<file path="config.mk">
export PLATFORM = sky130hd
export DESIGN_NAME = multiplexed_display_scan_serializer_flat
export DESIGN_NICKNAME = d
export VERILOG_FILES = /design/src/sv/mdss_pkg.sv /design/src/sv/mdss_req_if.sv /design/src/sv/mdss_res_if.sv /design/src/sv/multiplexed_display_scan_serializer.sv /design/src/flat_wrapper.sv
export SDC_FILE = /design/constraint.sdc
export NUM_CORES = 1
export LEC_CHECK = 0
export BUFFER_PORTS_ARGS = -buffer_cell sky130_fd_sc_hd__clkbuf_2
export CAP_MARGIN = 10
export CORE_UTILIZATION = 40
export CTS_CLUSTER_SIZE = 14
export DETAILED_ROUTE_END_ITERATION = 8
export SYNTH_ARGS = -nofsm -noshare
export SYNTH_HDL_FRONTEND = slang
export SYNTH_SLANG_ARGS = --single-unit
</file>
<file path="constraint.sdc">
create_clock -name clk -period 3.5 [get_ports clk]
set_clock_uncertainty 0.15 [all_clocks]
set_input_delay 1.05 -clock clk [delete_from_list [all_inputs] [get_ports clk]]
set_output_delay 1.05 -clock clk [all_outputs]
set_load 0.05 [all_outputs]
</file>
<file path="src/sv/mdss_pkg.sv">
// Shared constants, command codes and the segment decode table for the display scan serializer.
package mdss_pkg;

  localparam int GRID_COUNT    = 10;
  localparam int WORD_BITS     = 20;
  localparam int SEGMENT_SHIFT = 10;

  localparam logic [0:0] CMD_WRITE = 1'b0;
  localparam logic [0:0] CMD_TICK  = 1'b1;

  localparam logic [3:0] CODE_BLANK = 4'd10;
  localparam logic [3:0] CODE_DASH  = 4'd11;

  function automatic logic [7:0] seg_decode(input logic [3:0] code);
    logic [7:0] seg;
    case (code)
      4'd0:       seg = 8'b11101101;
      4'd1:       seg = 8'b01100000;
      4'd2:       seg = 8'b11001110;
      4'd3:       seg = 8'b11101010;
      4'd4:       seg = 8'b01100011;
      4'd5:       seg = 8'b10101011;
      4'd6:       seg = 8'b10101111;
      4'd7:       seg = 8'b11100000;
      4'd8:       seg = 8'b11101111;
      4'd9:       seg = 8'b11101011;
      CODE_BLANK: seg = 8'b00000000;
      CODE_DASH:  seg = 8'b00000010;
      default:    seg = 8'b00000000;
    endcase
    return seg;
  endfunction

endpackage

</file>
<file path="src/sv/mdss_req_if.sv">
// Command channel: character writes and refresh ticks.
interface mdss_req_if;
  logic       valid;
  logic       ready;
  logic [0:0] command;
  logic [3:0] grid_index;
  logic [3:0] char_code;

  modport source (output valid, output command, output grid_index, output char_code,
                  input ready);
  modport sink (input valid, input command, input grid_index, input char_code,
                output ready);
endinterface

</file>
<file path="src/sv/mdss_res_if.sv">
// Result channel: one serial bit per item with its grid and last-bit mark.
interface mdss_res_if;
  logic       valid;
  logic       ready;
  logic       serial_data;
  logic [3:0] active_grid;
  logic       last_bit;

  modport source (output valid, output serial_data, output active_grid, output last_bit,
                  input ready);
  modport sink (input valid, input serial_data, input active_grid, input last_bit,
                output ready);
endinterface

</file>
<file path="src/sv/multiplexed_display_scan_serializer.sv">
// Multiplexed display scan serializer: command register, character store and bit shifter.
//
// Commands enter a one-deep input register, one per cycle while no tick waits
// in it for the shifter. A write command updates the character store as it
// leaves that register and yields nothing; a grid index at or above GRID_COUNT
// is dropped. A refresh tick reads the store at the scan position, builds the
// grid-select and segment word and loads it into the shifter, which then
// presents WORD_BITS result items, most significant bit first, one per cycle
// while the result side is ready; the final item carries last_bit. The next tick
// loads in the same cycle that the previous tick's last bit is taken. Writes keep
// flowing while a tick shifts out, unless another tick waits in the input register.
module multiplexed_display_scan_serializer #(
  parameter int GRID_COUNT = mdss_pkg::GRID_COUNT,
  parameter int WORD_BITS  = mdss_pkg::WORD_BITS
) (
  input  logic       clk,
  input  logic       rst,
  mdss_req_if.sink   request,
  mdss_res_if.source result
);

  localparam int GridBits = (GRID_COUNT > 1) ? $clog2(GRID_COUNT) : 1;
  localparam int CntBits  = $clog2(WORD_BITS);

  logic                q_valid;
  logic [0:0]          q_command;
  logic [3:0]          q_grid;
  logic [3:0]          q_code;

  logic [3:0]          char_store [GRID_COUNT];
  logic [GridBits-1:0] scan;

  logic                busy;
  logic [WORD_BITS-1:0] word;
  logic [CntBits-1:0]  cnt;
  logic [3:0]          grid_out;

  logic                advance;
  logic                load;
  logic                store_write;
  logic [WORD_BITS-1:0] word_next;
  logic [GridBits-1:0] scan_next;

  assign advance     = (q_command == mdss_pkg::CMD_WRITE) || !busy ||
                       (result.ready && cnt == '0);
  assign load        = q_valid && (q_command == mdss_pkg::CMD_TICK) && advance;
  assign store_write = q_valid && (q_command == mdss_pkg::CMD_WRITE) &&
                       ({1'b0, q_grid} < 5'(GRID_COUNT));
  assign request.ready = !q_valid || advance;

  assign word_next = (WORD_BITS'(1) << scan) |
                     (WORD_BITS'(mdss_pkg::seg_decode(char_store[scan]))
                      << mdss_pkg::SEGMENT_SHIFT);
  assign scan_next = (scan == GridBits'(GRID_COUNT - 1)) ? '0 : scan + 1'b1;

  assign result.valid       = busy;
  assign result.serial_data = word[cnt];
  assign result.active_grid = grid_out;
  assign result.last_bit    = (cnt == '0);

  always_ff @(posedge clk) begin
    if (rst) begin
      q_valid <= 1'b0;
    end else if (request.valid && request.ready) begin
      q_valid <= 1'b1;
    end else if (advance) begin
      q_valid <= 1'b0;
    end
    if (request.valid && request.ready) begin
      q_command <= request.command;
      q_grid    <= request.grid_index;
      q_code    <= request.char_code;
    end
  end

  always_ff @(posedge clk) begin
    if (rst) begin
      for (int k = 0; k < GRID_COUNT; k++) begin
        char_store[k] <= (k < 9) ? 4'(10 - k) : mdss_pkg::CODE_BLANK;
      end
      scan <= '0;
    end else begin
      if (store_write) begin
        char_store[q_grid[GridBits-1:0]] <= q_code;
      end
      if (load) begin
        scan <= scan_next;
      end
    end
  end

  always_ff @(posedge clk) begin
    if (rst) begin
      busy <= 1'b0;
      cnt  <= '0;
    end else if (load) begin
      busy <= 1'b1;
      cnt  <= CntBits'(WORD_BITS - 1);
    end else if (busy && result.ready) begin
      if (cnt == '0) begin
        busy <= 1'b0;
      end else begin
        cnt <= cnt - 1'b1;
      end
    end
    if (load) begin
      word     <= word_next;
      grid_out <= 4'(scan);
    end
  end

  a_last_drains: assert property (@(posedge clk) disable iff (rst)
    (result.valid && result.ready && result.last_bit && !load) |=> !result.valid)
    else $error("shifter stayed busy after its last bit");

  a_load_grid: assert property (@(posedge clk) disable iff (rst)
    load |=> (result.active_grid == 4'($past(scan)) && result.valid))
    else $error("loaded tick shows wrong grid");

  a_scan_range: assert property (@(posedge clk) disable iff (rst)
    32'(scan) < GRID_COUNT)
    else $error("scan position out of range");

  a_load_free: assert property (@(posedge clk) disable iff (rst)
    load |-> (!busy || (result.ready && result.last_bit)))
    else $error("tick loaded over a word still shifting");

endmodule
</file>
<file path="src/flat_wrapper.sv">
// flat-port wrapper written by rule: the top's interface ports become plain ports
module multiplexed_display_scan_serializer_flat 
#(
  parameter int GRID_COUNT = mdss_pkg::GRID_COUNT,
  parameter int WORD_BITS  = mdss_pkg::WORD_BITS
)
  (clk, rst, request_valid, request_command, request_grid_index, request_char_code, request_ready, result_valid, result_serial_data, result_active_grid, result_last_bit, result_ready);
  mdss_req_if request_i ();
  mdss_res_if result_i ();
  input  logic clk;
  input  logic rst;
  input wire logic [$bits(request_i.valid)-1:0] request_valid;
  input wire logic [$bits(request_i.command)-1:0] request_command;
  input wire logic [$bits(request_i.grid_index)-1:0] request_grid_index;
  input wire logic [$bits(request_i.char_code)-1:0] request_char_code;
  output wire logic [$bits(request_i.ready)-1:0] request_ready;
  output wire logic [$bits(result_i.valid)-1:0] result_valid;
  output wire logic [$bits(result_i.serial_data)-1:0] result_serial_data;
  output wire logic [$bits(result_i.active_grid)-1:0] result_active_grid;
  output wire logic [$bits(result_i.last_bit)-1:0] result_last_bit;
  input wire logic [$bits(result_i.ready)-1:0] result_ready;
  assign request_i.valid = request_valid;
  assign request_i.command = request_command;
  assign request_i.grid_index = request_grid_index;
  assign request_i.char_code = request_char_code;
  assign request_ready = request_i.ready;
  assign result_valid = result_i.valid;
  assign result_serial_data = result_i.serial_data;
  assign result_active_grid = result_i.active_grid;
  assign result_last_bit = result_i.last_bit;
  assign result_i.ready = result_ready;
  multiplexed_display_scan_serializer #(.GRID_COUNT(GRID_COUNT), .WORD_BITS(WORD_BITS)) u_core (.clk(clk), .rst(rst), .request(request_i), .result(result_i));
endmodule
</file>
Yosys cells after proc, flatten, opt, wreduce, memory -nomap -nowiden
Memory sizes are Yosys's and may differ from the RTL's. A register that Yosys moved wholly into a read port is not among the register bits.
Index checks and enable logic that the tools add are counted.

word-level totals
  flip-flop bits (word level) = 44
  bits in writable memories = 40
  ROM bits = 112
  bits of input ports = 13
  memories kept = 2

memory list
  name               depth  bits a word  rd ports  clocked after Yosys merged registers in  write ports  RTL line                                   RTL
  (name not given)   16     7            1         0                                        0            mdss_pkg.sv:16                             case (code)
  u_core.char_store  10     4            1         1                                        10           multiplexed_display_scan_serializer.sv:30  logic [3:0] char_store [GRID_COUNT];

cells by class
  add/sub/neg operators = 2
  order comparisons = 2
  eq/ne operators = 2
  shift-type cells = 1
  multiplexer cells = 21
  bitwise logic cells = 3
  reductions and logical operators = 21

operators by type and width
  cell                                                                  count
  4-bit two-way mux                                                     5
  20-bit by 18-bit OR with 20-bit output                                1
  1-bit by 4-bit left shift with 20-bit output, first input constant    1
  5-bit two-way mux                                                     3
  1-bit two-way mux                                                     12
  1-bit logical AND                                                     7
  5-bit by 6-bit < comparator with 1-bit output, second input constant  1
  2-bit AND reduction                                                   3
  2-bit nonzero test                                                    3
  1-bit binary-select mux with 5-bit select                             1
  5-bit logical NOT                                                     1
  5-bit by 1-bit subtractor with 5-bit output, second input constant    1
  4-bit by 1-bit adder with 4-bit output, second input constant         1
  4-bit equality test, second input constant                            1
  4-bit < comparator, second input constant                             1
  4-bit OR reduction                                                    1
  1-bit logical OR                                                      3
  1-bit logical NOT                                                     2
  2-bit by 1-bit != test with 1-bit output, second input constant       1
  1-bit NOT                                                             2
  2-bit OR reduction                                                    1

Logic depth before layout (Yosys ltp)
  depth after elaboration = 8
  depth in mapped cells = 11
  mapped depth without buffers = 10

Least setup slack after synthesis
OpenSTA, ideal clock, no wires.

  path type = register to output
  start = register u_core.cnt[0]
  end = output request_ready
  arrival time = 2381 ps
  path slack = -81 ps
  cell stages (with the launch flop) = 9
  path buffers = 1
  path through = dfxtp_1 -> clkbuf_1 -> inv_1 -> ha_1 -> nor4b_2 -> nand2_1 -> nand2_1 -> nor2_1 -> inv_1

on the way
  word-level cells in the longest chain between the ends = 4

RTL lines
  what                       RTL line                                    RTL
  from (decl)                multiplexed_display_scan_serializer.sv:35   logic [CntBits-1:0] cnt;
  from (signal assigned)     multiplexed_display_scan_serializer.sv:98   cnt <= CntBits'(WORD_BITS - 1);
  from (signal assigned)     multiplexed_display_scan_serializer.sv:103  cnt <= cnt - 1'b1;
  5-bit logical NOT          --
  named net result_last_bit  flat_wrapper.sv:20                          output wire logic [$bits(result_i.last_bit)-1:0] result_last_bit;
  1-bit logical AND          multiplexed_display_scan_serializer.sv:45   (result.ready && cnt == '0);
  1-bit logical OR           multiplexed_display_scan_serializer.sv:44   assign advance = (q_command == mdss_pkg::CMD_WRITE) || !busy ||
  1-bit logical OR           multiplexed_display_scan_serializer.sv:49   assign request.ready = !q_valid || advance;
  to (decl)                  flat_wrapper.sv:16                          output wire logic [$bits(request_i.ready)-1:0] request_ready;

The timed path passes the listed nets, and every way through them passes these cells.

Worst setup path in the final report
  start = register u_core.cnt[0]
  end = output result_serial_data

on the way
  word-level cells in the longest chain between the ends = 2

RTL lines
  what                                       RTL line                                   RTL
  1-bit binary-select mux with 5-bit select  multiplexed_display_scan_serializer.sv:57  assign result.serial_data = word[cnt];
  1-bit two-way mux (not written as such)    multiplexed_display_scan_serializer.sv:57
  to (decl)                                  flat_wrapper.sv:18                         output wire logic [$bits(result_i.serial_data)-1:0] result_serial_data;

No other way between the ends. The select of a mux whose other input is x is not followed.

==> impl_metrics.csv <==
group,metric,value,unit
routing,antenna_left,0,
place,gp_congestion,0.775,
cells_and_area,drive_above_1_share,0.179,
cells_and_area,nNetsFinal,413,
timing,fmax,0.292,GHz
clock_tree,clock_sinks,110,
worst_setup_path,arrival,2220,ps
clock_tree,worstSkewPairLatency,340,ps
run,drv_cap,0,
power,p_leak,1.93,nW
clock_tree,htree_levels,3,
yosys,syn_avg_cell_area,14.2,um2
power,switching_share,0.217,
floorplan,rows,40,
yosys,synth_largest_area_cell,"edfxtp_1",
grt,overflow,0,
floorplan,io_pins,21,
routing,wl_per_cell,15.8,um
yosys,synth.area.top_cells,"edfxtp_1, mux4_2, dfxtp_1",
routing,drt-initial-drc-count,122,
worst_setup_path,slowest_stage,"mux4_2",
outcome,status,"finished clean",
place,portBuffers,20,
grt,grt_max_degree,27,
grt,grt_pass1_wl,14000,um
yosys,synth_seq_area_share,0.640,
place,hpwl,6350,um
min_path,min_path_type,"reg2reg",
power,seq_power_share,0.576,
grt,grt_pass1_vias,2714,
yosys,synth_edf_count,95,
clock_tree,post_cts_buffers,0,
timing,tightest_slew,635,ps
cells_and_area,areaGrowthSynthToFinish,12.5,%
yosys,ys_types,51,
worst_setup_path,worstPathBufferInverterCount,1,
worst_setup_path,cp-end-kind,"output pin",
floorplan,die_x,113,um
timing,min_period,3420,ps
grt,grt_use_total,0.148,
power,p_clk_frac,0.358,
worst_setup_path,critPathMaxStageDelay,520,ps
clock_tree,tritoncts,"built",
clock_tree,cts_buffer_depth,2,
power,irDropWorstVdd,350,uV
worst_setup_path,required,2300,ps
clock_tree,clockRootBuffer,"clkbuf_16",
yosys,synth_top_area_frac,0.579,
worst_setup_path,crit_fanout,8,
timing,drv_slew,0,
routing,drcViolationCount,0,
power,cellPowerDensity,465,nW/um2
worst_setup_path,path_delay_family,"multiplexers",
yosys,synth_warnings,0,
timing,holdWs,382,ps
clock_tree,clk_pin_slew,70,ps
clock_tree,cts_buffers,9,
grt,antenna_found_initial,0,
routing,wirelength,8600,um
floorplan,initial_core_util,0.410,
timing,rsz0062_at_grt,"false",
floorplan,die_area,12800,um2
floorplan,dieHeight,113,um
routing,dr_total_vias,2730,
power,netSwitchingPower,558,uW
timing,slew_headroom,0.575,
worst_setup_path,setup.worst_path.class,"reg2out",
power,pwr-share-comb,0.066,
worst_setup_path,worstPathCellList,"mux4_2 > mux4_2 > mux2_2 > clkbuf_2",
routing,firstDrtPassIters,4,
worst_setup_path,critPathMostFrequentCell,"mux4_2",
power,p_int,2.02,mW
cells_and_area,fin_area,5540,um2
yosys,synthFlopType,"edfxtp_1",
yosys,syn_area,4920,um2
cells_and_area,final_core_util,0.461,
timing,setup_viol,0,
timing,finalHoldViolCount,0,
floorplan,core,12000,um2
yosys,synthesis.instances,347,
place,dpl_cell_area,5270,um2
cells_and_area,final_cell_mix,"edfxtp_1, nor2_1, nand2_1",
yosys,ys_seq_elements,110,
power,finalPower,2.57,mW
routing,routed_via_density,5.02,
cells_and_area,mostFrequentLayoutCell,"edfxtp_1",
cells_and_area,fill_cells,1082,
worst_setup_path,startpoint_type,"register",
timing,setup_tns,0,ps
timing,finalCritPeriodShare,0.978,
yosys,async_flop_share,0,
cells_and_area,num_antenna_cells,0,
-- power groups by stage --
| stage | clock network (mW) | logic, mW | registers, mW |
|---|---|---|---|
| detailed placement | 0 | 0.172 | 1.51 |
| CTS | 0.948 | 0.173 | 1.48 |
| global placement | 0 | 0.169 | 1.51 |
| floorplan | 0 | 0.138 | 1.50 |
| global route | 0.999 | 0.187 | 1.49 |
| finish | 0.920 | 0.171 | 1.48 |
-- stage by stage --
step,cells,worst slack (ps)
after detailed placement,528,214
after CTS,544,46.5
after global routing,544,6.66
final,544,76.0
after floorplan,370,271
after global placement,528,255
-- flip-flops by register name, summed over array words and instances, names as in the netlist, 4 cells and up, named ones only --
register	cells
u_core.cnt	5
u_core.word	18
u_core.q_grid	4
u_core.q_code	4
u_core.result.active_grid	4
u_core.scan	4
u_core.char_store	64
-- repair_timing --
item                       4_1_cts  5_1_grt
resized for setup                2        0
setup endpoints to repair        1        0
hold buffers                     0        0
-- kinds of logic after synthesis --
kind of cell | count (synthesis) | share of synthesized area
other | 1 | 0.000761
AND/OR/NAND/NOR | 135 | 0.137
buffers and inverters | 29 | 0.0290
multiplexers | 29 | 0.110
adder cells (fa/ha/maj) | 8 | 0.0203
AO/OA/AOI/OAI | 31 | 0.0551
XOR/XNOR | 4 | 0.00712
flip-flops | 110 | 0.640
-- tightest hold or removal path: stages, from the launching register on --
cell	delay, ps
dfxtp_1	330
nand2_1	90
a21oi_1	60
-- cell usage after synthesis (4+ instances only) --
cell type / number
a21oi_1: 7
and2_1: 6
clkbuf_1: 10
dfxtp_1: 15
edfxtp_1: 95
ha_1: 8
inv_1: 14
mux2i_1: 8
mux4_2: 16
nand2_1: 30
nand2b_1: 12
nand3_1: 8
nand4_1: 4
nor2_1: 39
nor2b_1: 8
nor3_1: 11
-- final cells by class --
| cell class | count | area, um2 | area share |
|---|---|---|---|
| Sequential cell | 110 | 3160 | 0.570 |
| Multi-Input combinational cell | 231 | 1720 | 0.311 |
| Clock buffer | 11 | 233 | 0.0420 |
| Tap cell | 147 | 184 | 0.0332 |
| Timing Repair Buffer | 26 | 158 | 0.0284 |
| Inverter | 14 | 52.6 | 0.00948 |
| Clock inverter | 5 | 33.8 | 0.00610 |
-- worst paths after layout --
kind	startpoint	end	slack (ps)	cells past startpoint
worst min-delay path	u_core.q_valid	u_core.result.valid	380	2
worst max register to register	register	u_core.word[13]	400	7
worst min register to register	u_core.q_valid	u_core.result.valid	380	2
worst max-delay path	u_core.cnt[0]	result_serial_data	80	4
-- metal layers --
layer	wire length, um	GRT usage
met4	111	0.0500
met2	4510	0.268
met1	3760	0.175
met5	0	0
met3	230	0.0337
Power figures use the tool's default switching activity.
